==> config.mk <==
export PLATFORM = sky130hd
export DESIGN_NAME = entity_text_tokenizer_unit_flat
export DESIGN_NICKNAME = d
export VERILOG_FILES = /design/src/hdl/ett_pkg.sv /design/src/hdl/ett_if.sv /design/src/hdl/ett_front.sv /design/src/hdl/ett_queue.sv /design/src/hdl/ett_back.sv /design/src/hdl/entity_text_tokenizer_unit.sv /design/src/flat_wrapper.sv
export VERILOG_INCLUDE_DIRS = /design/src /design/src/hdl
export SDC_FILE = /design/constraint.sdc
export NUM_CORES = 1
export LEC_CHECK = 0
export BUFFER_PORTS_ARGS = -buffer_cell sky130_fd_sc_hd__buf_4
export CAP_MARGIN = 25
export CORE_ASPECT_RATIO = 0.75
export CORE_MARGIN = 5
export CORE_UTILIZATION = 31
export CTS_CLUSTER_SIZE = 20
export DETAILED_ROUTE_END_ITERATION = 6
export GPL_ROUTABILITY_DRIVEN = 0
export GPL_TIMING_DRIVEN = 0
export PLACE_DENSITY_LB_ADDON = 0.08
export SETUP_SLACK_MARGIN = 0.15
export SYNTH_ARGS = -nofsm -noshare
export SYNTH_HDL_FRONTEND = slang
export SYNTH_HIERARCHICAL = 1
export SYNTH_SLANG_ARGS = --single-unit
==> constraint.sdc <==
create_clock -name clk -period 4.39 [get_ports clk]
set_input_delay 0.2195 -clock clk [delete_from_list [all_inputs] [get_ports clk]]
set_output_delay 0.2195 -clock clk [all_outputs]
set_load 0.01 [all_outputs]
==> src/hdl/entity_text_tokenizer_unit_defines.svh <==
// ----------------------------------------------------------------------------
// Text tokenizer assertion macros
// Shared concurrent check wrappers for the tokenizer modules
// ----------------------------------------------------------------------------
`ifndef ENTITY_TEXT_TOKENIZER_UNIT_DEFINES_SVH
`define ENTITY_TEXT_TOKENIZER_UNIT_DEFINES_SVH

// same-cycle implication
`define ETT_ASSERT_NOW(label, clk, rst_n, ante, cons, msg) \
  label: assert property (@(posedge clk) disable iff (!rst_n) (ante) |-> (cons)) \
    else $error(msg);

// next-cycle implication
`define ETT_ASSERT_NEXT(label, clk, rst_n, ante, cons, msg) \
  label: assert property (@(posedge clk) disable iff (!rst_n) (ante) |=> (cons)) \
    else $error(msg);

`endif

==> src/hdl/ett_pkg.sv <==
// ----------------------------------------------------------------------------
// Text tokenizer package
// Character codes, token kinds, result and run records, helpers
// ----------------------------------------------------------------------------
`default_nettype none

package ett_pkg;

  localparam int MAX_TOKEN_LEN = 1023;
  localparam int LEN_W         = $clog2(MAX_TOKEN_LEN + 1);
  localparam int OUT_LEN_W     = 10;
  localparam int OUT_LEN_MAX   = 1023;
  localparam int RUN_MAX       = 3;
  localparam int QDEPTH        = 4;
  localparam int QAW           = $clog2(QDEPTH);

  localparam logic [7:0] CH_NUL    = 8'h00;
  localparam logic [7:0] CH_NL     = 8'h0A;
  localparam logic [7:0] CH_SPACE  = 8'h20;
  localparam logic [7:0] CH_QUOTE  = 8'h22;
  localparam logic [7:0] CH_APOS   = 8'h27;
  localparam logic [7:0] CH_LPAREN = 8'h28;
  localparam logic [7:0] CH_RPAREN = 8'h29;
  localparam logic [7:0] CH_SLASH  = 8'h2F;
  localparam logic [7:0] CH_COLON  = 8'h3A;
  localparam logic [7:0] CH_LBRACE = 8'h7B;
  localparam logic [7:0] CH_RBRACE = 8'h7D;

  typedef enum logic [1:0] {
    KIND_WORD   = 2'd0,
    KIND_STRING = 2'd1,
    KIND_PUNCT  = 2'd2
  } kind_t;

  typedef struct packed {
    logic [7:0]           char_value;
    logic                 has_char;
    logic                 token_start;
    logic                 token_end;
    kind_t                token_kind;
    logic [OUT_LEN_W-1:0] token_length;
    logic                 end_of_text;
  } ett_res_t;

  // all results caused by one byte, slot 0 first
  typedef struct packed {
    ett_res_t [RUN_MAX-1:0] res;
    logic [1:0]             cnt;
  } ett_run_t;

  function automatic logic is_punct(logic [7:0] c);
    return (c == CH_LBRACE) || (c == CH_RBRACE) || (c == CH_RPAREN) ||
           (c == CH_LPAREN) || (c == CH_APOS) || (c == CH_COLON);
  endfunction

  function automatic logic [OUT_LEN_W-1:0] sat_len(logic [LEN_W-1:0] len);
    logic [31:0] wide;
    wide = 32'(len);
    if (wide > 32'(OUT_LEN_MAX)) begin
      return OUT_LEN_W'(OUT_LEN_MAX);
    end
    return wide[OUT_LEN_W-1:0];
  endfunction

  function automatic ett_res_t mk_res(logic [7:0] ch, logic has, logic st, logic en,
                                      kind_t kind, logic [OUT_LEN_W-1:0] len,
                                      logic eot);
    ett_res_t r;
    r.char_value   = ch;
    r.has_char     = has;
    r.token_start  = st;
    r.token_end    = en;
    r.token_kind   = kind;
    r.token_length = len;
    r.end_of_text  = eot;
    return r;
  endfunction

endpackage

`default_nettype wire

==> src/hdl/ett_if.sv <==
// ----------------------------------------------------------------------------
// Text tokenizer channel interfaces
// Byte input channel and token result channel, valid/ready
// ----------------------------------------------------------------------------
`default_nettype none

interface ett_in_if;
  logic       valid;
  logic       ready;
  logic [7:0] text_byte;

  modport source (output valid, output text_byte, input ready);
  modport sink   (input valid, input text_byte, output ready);
endinterface

interface ett_out_if;
  logic       valid;
  logic       ready;
  logic [7:0] char_value;
  logic       has_char;
  logic       token_start;
  logic       token_end;
  logic [1:0] token_kind;
  logic [9:0] token_length;
  logic       end_of_text;
  logic       last_of_run;

  modport source (output valid, output char_value, output has_char, output token_start,
                  output token_end, output token_kind, output token_length,
                  output end_of_text, output last_of_run, input ready);
  modport sink   (input valid, input char_value, input has_char, input token_start,
                  input token_end, input token_kind, input token_length,
                  input end_of_text, input last_of_run, output ready);
endinterface

`default_nettype wire

==> src/hdl/ett_front.sv <==
// ----------------------------------------------------------------------------
// Text tokenizer front end
// Scans one byte per transfer and builds the run of results it causes
// ----------------------------------------------------------------------------
`default_nettype none

module ett_front (
  input  wire logic             clk,
  input  wire logic             rst_n,
  input  wire logic             accept,
  input  wire logic [7:0]       text_byte,
  output logic                  push,
  output ett_pkg::ett_run_t     push_run
);
  import ett_pkg::*;

  typedef enum logic [2:0] {
    MODE_SKIP    = 3'd0,
    MODE_SLASH   = 3'd1,
    MODE_COMMENT = 3'd2,
    MODE_WORD    = 3'd3,
    MODE_STRING  = 3'd4
  } mode_t;

  mode_t            mode_r, mode_nxt;
  logic [LEN_W-1:0] len_r, len_nxt;
  logic [LEN_W-1:0] len_inc;
  logic             ws, nul, punct;
  ett_run_t         run;

  assign ws      = (text_byte <= CH_SPACE);
  assign nul     = (text_byte == CH_NUL);
  assign punct   = is_punct(text_byte);
  assign len_inc = (len_r < LEN_W'(MAX_TOKEN_LEN)) ? len_r + LEN_W'(1) : len_r;

  always_comb begin
    ett_res_t eot_res, punct_res;
    eot_res   = mk_res(CH_NUL, 1'b0, 1'b0, 1'b0, KIND_WORD, '0, 1'b1);
    punct_res = mk_res(text_byte, 1'b1, 1'b1, 1'b1, KIND_PUNCT, OUT_LEN_W'(1), 1'b0);
    mode_nxt  = mode_r;
    len_nxt   = len_r;
    run       = '0;
    case (mode_r)
      MODE_SLASH: begin
        if (text_byte == CH_SLASH) begin
          mode_nxt = MODE_COMMENT;
        end else begin
          // held slash opens a word; this byte continues it or ends it
          run.res[0] = mk_res(CH_SLASH, 1'b1, 1'b1, 1'b0, KIND_WORD, OUT_LEN_W'(1), 1'b0);
          if (punct) begin
            run.res[1] = mk_res(CH_NUL, 1'b0, 1'b0, 1'b1, KIND_WORD, OUT_LEN_W'(1), 1'b0);
            run.res[2] = punct_res;
            run.cnt    = 2'd3;
            len_nxt    = LEN_W'(1);
            mode_nxt   = MODE_SKIP;
          end else if (ws) begin
            run.res[1] = mk_res(CH_NUL, 1'b0, 1'b0, 1'b1, KIND_WORD, OUT_LEN_W'(1), nul);
            run.cnt    = 2'd2;
            len_nxt    = LEN_W'(1);
            mode_nxt   = MODE_SKIP;
          end else begin
            run.res[1] = mk_res(text_byte, 1'b1, 1'b0, 1'b0, KIND_WORD, OUT_LEN_W'(2), 1'b0);
            run.cnt    = 2'd2;
            len_nxt    = LEN_W'(2);
            mode_nxt   = MODE_WORD;
          end
        end
      end
      MODE_COMMENT: begin
        if (nul) begin
          run.res[0] = eot_res;
          run.cnt    = 2'd1;
          mode_nxt   = MODE_SKIP;
        end else if (text_byte == CH_NL) begin
          mode_nxt = MODE_SKIP;
        end
      end
      MODE_WORD: begin
        if (punct) begin
          run.res[0] = mk_res(CH_NUL, 1'b0, 1'b0, 1'b1, KIND_WORD, sat_len(len_r), 1'b0);
          run.res[1] = punct_res;
          run.cnt    = 2'd2;
          len_nxt    = LEN_W'(1);
          mode_nxt   = MODE_SKIP;
        end else if (ws) begin
          run.res[0] = mk_res(CH_NUL, 1'b0, 1'b0, 1'b1, KIND_WORD, sat_len(len_r), nul);
          run.cnt    = 2'd1;
          mode_nxt   = MODE_SKIP;
        end else begin
          run.res[0] = mk_res(text_byte, 1'b1, 1'b0, 1'b0, KIND_WORD, sat_len(len_inc),
                              1'b0);
          run.cnt    = 2'd1;
          len_nxt    = len_inc;
        end
      end
      MODE_STRING: begin
        if ((text_byte == CH_QUOTE) || nul) begin
          run.res[0] = mk_res(CH_NUL, 1'b0, 1'b0, 1'b1, KIND_STRING, sat_len(len_r), nul);
          run.cnt    = 2'd1;
          mode_nxt   = MODE_SKIP;
        end else begin
          run.res[0] = mk_res(text_byte, 1'b1, 1'b0, 1'b0, KIND_STRING, sat_len(len_inc),
                              1'b0);
          run.cnt    = 2'd1;
          len_nxt    = len_inc;
        end
      end
      default: begin
        mode_nxt = MODE_SKIP;
        if (nul) begin
          run.res[0] = eot_res;
          run.cnt    = 2'd1;
        end else if (ws) begin
          mode_nxt = MODE_SKIP;
        end else if (text_byte == CH_SLASH) begin
          mode_nxt = MODE_SLASH;
        end else if (text_byte == CH_QUOTE) begin
          run.res[0] = mk_res(CH_NUL, 1'b0, 1'b1, 1'b0, KIND_STRING, '0, 1'b0);
          run.cnt    = 2'd1;
          len_nxt    = '0;
          mode_nxt   = MODE_STRING;
        end else if (punct) begin
          run.res[0] = punct_res;
          run.cnt    = 2'd1;
          len_nxt    = LEN_W'(1);
        end else begin
          run.res[0] = mk_res(text_byte, 1'b1, 1'b1, 1'b0, KIND_WORD, OUT_LEN_W'(1), 1'b0);
          run.cnt    = 2'd1;
          len_nxt    = LEN_W'(1);
          mode_nxt   = MODE_WORD;
        end
      end
    endcase
  end

  assign push     = accept && (run.cnt != 2'd0);
  assign push_run = run;

  always_ff @(posedge clk) begin
    if (!rst_n) begin
      mode_r <= MODE_SKIP;
      len_r  <= '0;
    end else if (accept) begin
      mode_r <= mode_nxt;
      len_r  <= len_nxt;
    end
  end

endmodule

`default_nettype wire

==> src/hdl/ett_queue.sv <==
// ----------------------------------------------------------------------------
// Text tokenizer run queue
// Small FIFO of result runs between the scanner and the serialiser
// ----------------------------------------------------------------------------
`default_nettype none
`include "entity_text_tokenizer_unit_defines.svh"

module ett_queue (
  input  wire logic              clk,
  input  wire logic              rst_n,
  input  wire logic              push,
  input  wire ett_pkg::ett_run_t push_run,
  input  wire logic              pop,
  output ett_pkg::ett_run_t      head,
  output logic                   empty,
  output logic                   full
);
  import ett_pkg::*;

  ett_run_t         store_r [QDEPTH];
  logic [QAW-1:0]   wr_ptr_r, rd_ptr_r;
  logic [QAW:0]     count_r;

  function automatic logic [QAW-1:0] ptr_step(logic [QAW-1:0] p);
    return (p == QAW'(QDEPTH - 1)) ? '0 : p + QAW'(1);
  endfunction

  assign empty = (count_r == '0);
  assign full  = (count_r == (QAW + 1)'(QDEPTH));
  assign head  = store_r[rd_ptr_r];

  always_ff @(posedge clk) begin
    if (push) begin
      store_r[wr_ptr_r] <= push_run;
    end
  end

  always_ff @(posedge clk) begin
    if (!rst_n) begin
      wr_ptr_r <= '0;
      rd_ptr_r <= '0;
      count_r  <= '0;
    end else begin
      if (push) begin
        wr_ptr_r <= ptr_step(wr_ptr_r);
      end
      if (pop) begin
        rd_ptr_r <= ptr_step(rd_ptr_r);
      end
      if (push && !pop) begin
        count_r <= count_r + (QAW + 1)'(1);
      end else if (pop && !push) begin
        count_r <= count_r - (QAW + 1)'(1);
      end
    end
  end

  `ETT_ASSERT_NOW(a_no_push_full, clk, rst_n, push, !full, "push into full run queue")
  `ETT_ASSERT_NOW(a_no_pop_empty, clk, rst_n, pop, !empty, "pop from empty run queue")
  `ETT_ASSERT_NEXT(a_count_up, clk, rst_n, push && !pop,
                   count_r == $past(count_r) + (QAW + 1)'(1), "run queue count lost a push")

endmodule

`default_nettype wire

==> src/hdl/ett_back.sv <==
// ----------------------------------------------------------------------------
// Text tokenizer back end
// Walks queued runs into the output register, one result per unstalled cycle
// ----------------------------------------------------------------------------
`default_nettype none
`include "entity_text_tokenizer_unit_defines.svh"

module ett_back (
  input  wire logic              clk,
  input  wire logic              rst_n,
  input  wire ett_pkg::ett_run_t head,
  input  wire logic              empty,
  output logic                   pop,
  output logic                   out_valid,
  input  wire logic              out_ready,
  output ett_pkg::ett_res_t      out_res,
  output logic                   out_last
);
  import ett_pkg::*;

  logic       out_valid_r;
  ett_res_t   out_res_r;
  logic       out_last_r;
  logic [1:0] idx_r;
  logic       load, is_last;

  assign load    = !empty && (!out_valid_r || out_ready);
  assign is_last = (idx_r == head.cnt - 2'd1);
  assign pop     = load && is_last;

  always_ff @(posedge clk) begin
    if (!rst_n) begin
      out_valid_r <= 1'b0;
      idx_r       <= '0;
    end else begin
      if (load) begin
        out_valid_r <= 1'b1;
        idx_r       <= is_last ? 2'd0 : idx_r + 2'd1;
      end else if (out_ready) begin
        out_valid_r <= 1'b0;
      end
    end
  end

  always_ff @(posedge clk) begin
    if (load) begin
      out_res_r  <= head.res[idx_r];
      out_last_r <= is_last;
    end
  end

  assign out_valid = out_valid_r;
  assign out_res   = out_res_r;
  assign out_last  = out_last_r;

  `ETT_ASSERT_NOW(a_idx_in_run, clk, rst_n, !empty,
                  (head.cnt != 2'd0) && (idx_r < head.cnt), "result index beyond queued run")
  `ETT_ASSERT_NEXT(a_idx_rewind, clk, rst_n, pop, idx_r == 2'd0,
                   "result index not rewound after run")

endmodule

`default_nettype wire

==> src/hdl/entity_text_tokenizer_unit.sv <==
// ----------------------------------------------------------------------------
// Text tokenizer unit
// Streams text bytes in, streams token characters and marks out
// ----------------------------------------------------------------------------
//  channel   dir  handshake          payload
//  in_chan   in   valid / ready      text_byte
//  out_chan  out  valid / ready      char_value, has_char, token_start/end,
//                                    token_kind, token_length, end_of_text,
//                                    last_of_run
//
// A byte is taken every cycle while the run queue has room; a byte gives
// zero to three results and the serialiser sends one result per cycle while
// the output is not stalled. The first result of a byte passes through the
// run queue and then the output register. Reset is synchronous.
// Either side may stall; the four-entry run queue and the output register
// let the scanner keep going while results wait.
`default_nettype none

module entity_text_tokenizer_unit (
  input  wire logic  clk,
  input  wire logic  rst_n,
  ett_in_if.sink     in_chan,
  ett_out_if.source  out_chan
);
  import ett_pkg::*;

  logic     accept;
  logic     push, pop, q_empty, q_full;
  ett_run_t push_run, head;
  ett_res_t out_res;
  logic     out_last;
  logic     out_valid;

  assign in_chan.ready = !q_full;
  assign accept        = in_chan.valid && !q_full;

  ett_front u_front (
    .clk      (clk),
    .rst_n    (rst_n),
    .accept   (accept),
    .text_byte(in_chan.text_byte),
    .push     (push),
    .push_run (push_run)
  );

  ett_queue u_queue (
    .clk     (clk),
    .rst_n   (rst_n),
    .push    (push),
    .push_run(push_run),
    .pop     (pop),
    .head    (head),
    .empty   (q_empty),
    .full    (q_full)
  );

  ett_back u_back (
    .clk      (clk),
    .rst_n    (rst_n),
    .head     (head),
    .empty    (q_empty),
    .pop      (pop),
    .out_valid(out_valid),
    .out_ready(out_chan.ready),
    .out_res  (out_res),
    .out_last (out_last)
  );

  assign out_chan.valid        = out_valid;
  assign out_chan.char_value   = out_res.char_value;
  assign out_chan.has_char     = out_res.has_char;
  assign out_chan.token_start  = out_res.token_start;
  assign out_chan.token_end    = out_res.token_end;
  assign out_chan.token_kind   = out_res.token_kind;
  assign out_chan.token_length = out_res.token_length;
  assign out_chan.end_of_text  = out_res.end_of_text;
  assign out_chan.last_of_run  = out_last;

endmodule

`default_nettype wire
==> src/flat_wrapper.sv <==
// flat-port wrapper written by rule: the top's interface ports become plain ports
module entity_text_tokenizer_unit_flat import ett_pkg::*;
  (clk, rst_n, in_chan_valid, in_chan_text_byte, in_chan_ready, out_chan_valid, out_chan_char_value, out_chan_has_char, out_chan_token_start, out_chan_token_end, out_chan_token_kind, out_chan_token_length, out_chan_end_of_text, out_chan_last_of_run, out_chan_ready);
  ett_in_if in_chan_i ();
  ett_out_if out_chan_i ();
  input  wire logic clk;
  input  wire logic rst_n;
  input wire logic [$bits(in_chan_i.valid)-1:0] in_chan_valid;
  input wire logic [$bits(in_chan_i.text_byte)-1:0] in_chan_text_byte;
  output wire logic [$bits(in_chan_i.ready)-1:0] in_chan_ready;
  output wire logic [$bits(out_chan_i.valid)-1:0] out_chan_valid;
  output wire logic [$bits(out_chan_i.char_value)-1:0] out_chan_char_value;
  output wire logic [$bits(out_chan_i.has_char)-1:0] out_chan_has_char;
  output wire logic [$bits(out_chan_i.token_start)-1:0] out_chan_token_start;
  output wire logic [$bits(out_chan_i.token_end)-1:0] out_chan_token_end;
  output wire logic [$bits(out_chan_i.token_kind)-1:0] out_chan_token_kind;
  output wire logic [$bits(out_chan_i.token_length)-1:0] out_chan_token_length;
  output wire logic [$bits(out_chan_i.end_of_text)-1:0] out_chan_end_of_text;
  output wire logic [$bits(out_chan_i.last_of_run)-1:0] out_chan_last_of_run;
  input wire logic [$bits(out_chan_i.ready)-1:0] out_chan_ready;
  assign in_chan_i.valid = in_chan_valid;
  assign in_chan_i.text_byte = in_chan_text_byte;
  assign in_chan_ready = in_chan_i.ready;
  assign out_chan_valid = out_chan_i.valid;
  assign out_chan_char_value = out_chan_i.char_value;
  assign out_chan_has_char = out_chan_i.has_char;
  assign out_chan_token_start = out_chan_i.token_start;
  assign out_chan_token_end = out_chan_i.token_end;
  assign out_chan_token_kind = out_chan_i.token_kind;
  assign out_chan_token_length = out_chan_i.token_length;
  assign out_chan_end_of_text = out_chan_i.end_of_text;
  assign out_chan_last_of_run = out_chan_i.last_of_run;
  assign out_chan_i.ready = out_chan_ready;
  entity_text_tokenizer_unit u_core (.clk(clk), .rst_n(rst_n), .in_chan(in_chan_i), .out_chan(out_chan_i));
endmodule
* After elaboration in Yosys (flattened, before gate mapping)
Memories as Yosys holds them, arrays and structs flattened. A register that Yosys moved wholly into a read port is not among the register bits.
Cells that the tools add are included.
** Storage, ports and cells
- Output and inout bits :: 27
- Memories :: 1
- Register bits :: 48
- Bits in writable memories :: 296
- Input bits :: 12
- Logic and storage cells :: 134
** Cells by class
- Reductions and logical operators :: 25
- Equal/unequal tests :: 26
- Bitwise logic cells :: 1
- Magnitude comparators :: 3
- Muxes and demuxes :: 56
- $add $sub $neg :: 7
** Memory list
- u_core.u_queue.store_r :: depth 4, bits a word 74, rd ports 1, clocked after Yosys merged registers in 1, wr ports 1, line ett_queue.sv:20 : ett_run_t store_r [QDEPTH];
** Operators by type and width (count)
- 2-to-1 mux 26 bit :: 7
- 2-to-1 mux 24 bit :: 5
- one-hot mux 26 bit (4 select lines) :: 1
- 2-to-1 mux 10 bit :: 8
- 2-to-1 mux 74 bit :: 1
- binary-select mux 24 bit (select 2 bit) :: 1
- equality test 8 x 6 -> 1 bit (second input constant) :: 6
- one-hot mux 24 bit (2 select lines) :: 1
- one-hot mux 10 bit (4 select lines) :: 1
- 2-to-1 mux 3 bit :: 12
- 2-to-1 mux 2 bit :: 11
- equality test 8 x 7 -> 1 bit (second input constant) :: 2
- 2-to-1 mux 16 bit :: 1
- one-hot mux 3 bit (4 select lines) :: 1
- adder 10 x 1 -> 10 bit (second input constant) :: 1
- less-than comparator 10 bit (second input constant) :: 1
- inequality test 3 bit (second input constant) :: 3
- equality test 8 x 4 -> 1 bit (second input constant) :: 1
- less-or-equal comparator 8 x 6 -> 1 bit (second input constant) :: 1
- zero test 8 bit :: 1
- inequality test 4 x 1 -> 1 bit (second input constant) :: 2
- AND reduction 8 bit :: 1
- logical OR 1 bit :: 7
- adder 2 x 1 -> 2 bit (second input constant) :: 3
- 18 further kinds :: 39

* Logic depth before layout (Yosys ltp)
Gate-level depths: netlist (run 1).
- Depth in word-level cells :: 18
- Mapped depth :: 16
- Depth with buffers taken out :: 12

* Modules after synthesis
Netlist (run 1), hierarchy kept.
** Modules (own cells, without submodules)
- ett_queue :: sequential area each 9068.7 µm², area an instance 11138.2 µm², instances 1, cells each 430
- ett_front :: sequential area each 260.2 µm², area an instance 2047.0 µm², instances 1, cells each 284
- ett_back :: sequential area each 810.8 µm², area an instance 1441.4 µm², instances 1, cells each 128
- entity_text_tokenizer_unit :: sequential area each 0.0 µm², area an instance 10.0 µm², instances 1, cells each 2

* Worst setup path after synthesis (run 1)
No wires, ideal clock.
- Path kind :: in2reg
- Start :: in in_chan_text_byte[1]
- End :: mem u_core/u_queue/store_r[0][0] (netlist name) (enable)
- Setup time :: 0.440 ns
- Data arrival time :: 3.609 ns
- Setup slack :: 0.341 ns
- Buffers on the path :: 1
- Stages on the path :: 7
- Path through :: buf_4 -> or4_1 -> or3_1 -> a21oi_1 -> o41a_1 -> o21a_1 -> and2_1
** RTL lines
- start: declaration :: line flat_wrapper.sv:9 : input wire logic [$bits(in_chan_i.text_byte)-1:0] in_chan_text_byte;
- end: declaration :: line ett_queue.sv:20

==> flow_summary.yaml, run 1 <==
placement:
  place_area_mm2: 0.0159
  numPortBuffers: 36
  hpwl_um: 23300
run:
  drv_cap: 0
drt:
  ant_nets: 0
  drc: 0
  avgRoutedWirePerCell_um: 22.3
  viasPerCell: 4.77
  vias: 7703
  drt_iter0_drc: 611
  drt-total-wl_um: 36100
  drtPass1Iterations: 4
global_route:
  grt_pass1_wl_um: 54400
  grt.overflow.total: 0
  grt_max_degree: 46
  grt_pass1_vias: 8026
  grtUsageTotal: 0.142
  antenna_found_initial: 1
sta:
  fmax_ghz: 0.256
  rsz0062_at_grt: "false"
  worst_pin_slew_ps: 1010
  final.min_clock_period_ps: 3910
  setup_viol: 0
  drv_slew: 0
  hold_ws_ps: 86.2
  finalHoldViolCount: 0
  fin_worst_skew_ps: 12.1
  final.period_utilization: 0.890
  slew_headroom: 0.326
clock_tree:
  cts_resized: 0
  clk_pin_slew_ps: 60
  clock_latency_ps: 540
  clock-sinks: 346
  hold_buffers: 0
  post_cts_buffers: 0
  ctsHtreeMaxLevel: 2
  cts_buffers: 38
  tritoncts: "built"
  cts-root-buf: "clkbuf_16"
  clockBufferDepth: 3
setup_path:
  r2r-end: "u_core/u_queue/store_r[1][64]$_DFFE_PP_"
  ff2ff_path_depth: 12
  cp_top_family: "simple AND/OR/NAND/NOR gates"
  cp.required_ps: 4610
  cpPeakStageDelay_ps: 720
  crit_slowest_cell: "and2_4"
  endpoint_kind: "flip-flop"
  crit_type: "reg -> reg"
  worstPathArrival_ps: 4120
  path_max_fanout: 39
  crit_buf_inv: 5
  r2r_start: "u_core/u_front/mode_r[0]$_SDFFE_PN0P_"
  crit_path_start_kind: "flip-flop"
  cp_cell_sequence: "buf_2 -> nor2b_1 -> buf_6 -> nor2b_1 -> buf_2 -> nand2_4 -> nor2b_2 -> buf_6 -> o41a_1 -> o21a_1 -> and2_4 -> buf_16"
  reg2reg_setup_slack_ps: 480
finish:
  insertedDiodeCount: 0
  postLayoutCellArea_mm2: 0.0171
  drive_above_1_share: 0.262
  fin_nets: 965
  areaGrowthSynthToFinish_pct: 16.7
yosys:
  synthTopCellsByArea: "edfxtp_1 66%, mux4_2 11%, dfxtp_1 3.4%"
  synth.most_common_cell: "edfxtp_1"
  synth_cell_types: 73
  synth_ff_type: "edfxtp_1"
  yosysSeqAreaShare: 0.693
  ys_seq_elements: 346
  synth_common_cells: "321 x edfxtp_1, 74 x mux4_2, 55 x nand2_1"
  netlist.area_leader.share: 0.659
  synthCells: 844
  synthArstFlopShare: 0
  yosysWarnings: 6
  synth-edff-count: 321
  synth_top_cell_by_area: "edfxtp_1"
  syn-cell-area_mm2: 0.0146
  synth.avg_cell_area_um2: 17.3
floorplan:
  rows: 69
  io_pins: 39
  coreArea_mm2: 0.0471
  die_x_um: 261
  die_area_mm2: 0.0517
  start_util: 0.311
  fp.dieH_um: 198
run_status:
  outcome: "finished, final reports clean"
power_and_ir_drop:
  internal-power_uw: 7320
  power_frac_seq: 0.431
  power_density_mw_per_mm2: 614
  power_uw: 10500
  power.share.switching: 0.302
  power_switching_uw: 3170
  ir_drop_mv: 0.346
  pwr-share-clk: 0.285
  pwr-share-comb: 0.284
  leakagePower_uw: 0.00557
min_path:
  hold_class: "in -> reg"
  worstHoldStart: "rst_n"
  hold_end: "u_core/u_back/out_valid$_SDFFE_PN0P_"
  hold_depth: 2
through the flow:
stage | setup TNS (ps) | worst slack [ps] | std cells | utilization
after global routing | 0 | 167 | 1614 | 0.363
after detailed placement | 0 | 440 | 1544 | 0.338
after global placement | -645980 | -2220 | 1539 | 0.335
final | 0 | 483 | 1614 | 0.363
after CTS | 0 | 440 | 1614 | 0.363
after floorplan | 0 | 341 | 864 | -
layout by cell type, fill, tap and decap left out, types with 7 or more instances in the layout:
cell type  netlist  final
o21a_1          10     10
nand2b_1         7      7
mux4_2          74     74
nor2_1          15     14
buf_2           17     17
buf_6           12     12
clkbuf_16        0     39
buf_4           33     70
nor3_1           9      9
nand2_1         55     55
dfxtp_1         25     25
and2_1          21     17
inv_1           13     13
a21oi_1         20     20
o21ai_0         36     36
edfxtp_1       321    321
nor2b_1         15     15
ha_1             7      7
conb_1           1     21
mux2i_1         34     34
nand3_1          8      8
clkbuf_1         8     19
worst max path at each step:
stage,from,end,slack (ps),depth (start not counted)
after global routing,u_core/u_front/mode_r[0]$_SDFFE_PN0P_,u_core/u_queue/store_r[1][59]$_DFFE_PP_,170,12
after detailed placement,u_core/u_front/mode_r[0]$_SDFFE_PN0P_,u_core/u_queue/store_r[1][62]$_DFFE_PP_,440,12
after CTS,u_core/u_front/mode_r[0]$_SDFFE_PN0P_,u_core/u_queue/store_r[1][62]$_DFFE_PP_,440,12
final,u_core/u_front/mode_r[0]$_SDFFE_PN0P_,u_core/u_queue/store_r[1][64]$_DFFE_PP_,480,12
after global placement,u_core/u_front/mode_r[0]$_SDFFE_PN0P_,u_core/u_queue/store_r[1][64]$_DFFE_PP_,-2220,11
after floorplan,in_chan_text_byte[1],u_core/u_queue/store_r[0][0]$_DFFE_PP_,340,7
routing by layer:
metal  global-route usage  share of wire
met2                0.201           0.42
met1                0.226           0.52
met4               0.0319          0.016
met3               0.0263          0.045
met5                    0              0
logic make-up (layout without fill, tap and decap cells):
logic type | Yosys count | in the layout | share of synthesized area
DFF | 346 | 346 | 0.693
and+or+nand+nor | 164 | 164 | 0.0615
AOI/OAI and AO/OA | 125 | 125 | 0.0586
muxes | 108 | 108 | 0.137
buffers and inverters | 84 | 195 | 0.0376
adders and majority gates | 9 | 9 | 0.00804
xor gates and xnor gates | 7 | 7 | 0.00419
other | 1 | 21 | 0.000256
state kept, by name, summed over array words and instances (netlist names), 2 cells and up, named ones only:
signal / cells
u_core/u_queue/count_r: 3
u_core/u_front/mode_r: 3
u_core/u_front/len_r: 10
u_core/u_queue/wr_ptr_r: 2
u_core/u_queue/store_r: 296
u_core/u_back/idx_r: 2
u_core/u_queue/rd_ptr_r: 2
u_core/u_back/out_res: 24
final cells by class:
| cell class | count | area [um^2] |
|---|---|---|
| flip-flops and latches | 346 | 10100 |
| repair buffers | 41 | 388 |
| clock inverters | 16 | 97.6 |
| well taps | 639 | 800 |
| fillers | 4434 | 30000 |
| plain buffers | 71 | 502 |
| clock buffers | 54 | 1070 |
| multi-input cells | 434 | 4040 |
| inverters | 13 | 48.8 |
power groups by stage:
stage | Combinational [uW] | Sequential [uW] | Clock [uW]
global placement | 2990 | 4680 | 0
floorplan | 1800 | 4660 | 0
detailed placement | 3050 | 4600 | 0
CTS | 3060 | 4540 | 3100
global route | 3250 | 4580 | 3260
finish | 2980 | 4530 | 2990
Note: power is estimated with default switching activity, not from simulation.
==> inputs of run 2 (changes only) <==
- CELL_PAD_IN_SITES_DETAIL_PLACEMENT: unset -> 1
- CELL_PAD_IN_SITES_GLOBAL_PLACEMENT: unset -> 1
==> flow_summary.yaml, run 2 (synthesized netlist as in run 1, its figures left out) <==
clock_tree:
  hold_buffers: 0
  clock_latency_ps: 540
  clk_pin_slew_ps: 60
  tritoncts: "built"
  cts_buffers: 39
  cts-root-buf: "clkbuf_16"
  ctsHtreeMaxLevel: 2
  clock-sinks: 346
  post_cts_buffers: 0
  cts_resized: 0
  clockBufferDepth: 3
finish:
  most-common-layout-cells: "321 x edfxtp_1, 74 x mux4_2, 69 x buf_4, 55 x nand2_1, 39 x clkbuf_16"
  layout.cells.non_filler: 1614
  layout_commonest_cell: "edfxtp_1"
  fin_util: 0.364
  fill_cells: 4736
  insertedDiodeCount: 0
  max_flop_register: "u_core/u_queue/store_r"
  areaGrowthSynthToFinish_pct: 17.1
  largest_reg_flops: 296
  regArea_mm2: 0.0101
  drive_above_1_share: 0.269
  fin_nets: 965
  multi_input_area_mm2: 0.00405
placement:
  hpwl_um: 24800
  placed_cells_incl_taps: 1543
  numPortBuffers: 36
drt:
  drc: 0
  avgRoutedWirePerCell_um: 23.3
  viasPerCell: 4.79
  ant_nets: 0
  drt-total-wl_um: 37600
  drtPass1Iterations: 4
  vias: 7728
  drt_iter0_drc: 565
power_and_ir_drop:
  ir_drop_mv: 0.250
  power_density_mw_per_mm2: 619
  leakagePower_uw: 0.00560
  power_uw: 10600
sta:
  final.period_utilization: 0.895
  final.min_clock_period_ps: 3930
  slew_headroom: 0.316
  finalHoldViolCount: 0
  rsz0062_at_grt: "false"
  drv_slew: 0
  fin_worst_skew_ps: 15.5
  worst_pin_slew_ps: 1020
  setup_viol: 0
  hold_ws_ps: 77.9
  fmax_ghz: 0.255
global_route:
  grt.overflow.total: 0
  grt_use_met3: 0.0243
  grt_max_degree: 50
  grt_pass1_wl_um: 56400
  antenna_found_initial: 2
  grt_use_met2: 0.216
  grt_busiest_layer: "met1"
  met1_usage: 0.233
  grtUsageTotal: 0.148
  grt_pass1_vias: 8363
floorplan:
  fp.dieH_um: 198
  start_util: 0.311
  die_area_mm2: 0.0517
  rows: 69
  die_x_um: 261
  io_pins: 39
  coreArea_mm2: 0.0471
run_status:
  outcome: "finished, final reports clean"
setup_path:
  crit_type: "reg -> reg"
  cp.required_ps: 4610
  worstPathArrival_ps: 4150
  crit_path_start_kind: "flip-flop"
  path_max_fanout: 38
  endpoint_kind: "flip-flop"
min_path:
  hold_class: "in -> reg"
run:
  drv_cap: 0
run 2: cell types whose count changed in the layout (fill, tap and decap cells not counted), sizes merged:
cell and delta:
bufinv +1, clkinvlp +1, clkinv +4, inv -2
clkbuf -3, buf -1
run 2: worst paths after layout:
check,start,endpoint,slack (ps),depth (start not counted)
max reg2reg,u_core/u_front/mode_r[0]$_SDFFE_PN0P_,u_core/u_queue/store_r[3][73]$_DFFE_PP_,460,12
max,u_core/u_front/mode_r[0]$_SDFFE_PN0P_,u_core/u_queue/store_r[3][73]$_DFFE_PP_,460,12
min reg2reg,u_core/u_queue/count_r[2]$_SDFFE_PN0P_,u_core/u_queue/count_r[2]$_SDFFE_PN0P_,540,2
min,rst_n,u_core/u_back/out_valid$_SDFFE_PN0P_,80,2
run 2: worst max-delay path, stage by stage (launching register included):
cell     delay [ps]
dfxtp_1         300
buf_2           200
nor2b_1         190
buf_6           160
nor2b_1         120
buf_2           310
nand2_4         170
nor2b_2         150
buf_6           210
o41a_1          380
o21a_2          310
and2_4          690
buf_16          320
run 2: metrics by stage:
step	area, um^2	setup TNS, ps	setup slack [ps]
finish	17100	0	463
CTS	17100	0	303
global route	17100	0	227
detailed placement	15900	0	298
floorplan	14700	0	341
global placement	15800	-692630	-2430
run 2: power by group:
part | internal (uW) | switching [uW]
sequential | 4380 | 152
combinational | 1220 | 1740
clock | 1790 | 1330
total | 7400 | 3220
run 2: layout make-up:
| class | instances | area share |
|---|---|---|
| plain buffers | 71 | 0.0293 |
| clock buffers | 51 | 0.0625 |
| clock inverters | 20 | 0.00912 |
| inverters | 13 | 0.00285 |
| multi-input cells | 434 | 0.236 |
| flip-flops and latches | 346 | 0.591 |
| well taps | 639 | 0.0466 |
| repair buffers | 40 | 0.0222 |
run 2: routing by layer:
metal	vias to the layer above	part of all wire
met1	4052	0.52
li1	3523	-
met5	-	0
met4	0	0.013
met2	117	0.43
met3	36	0.037
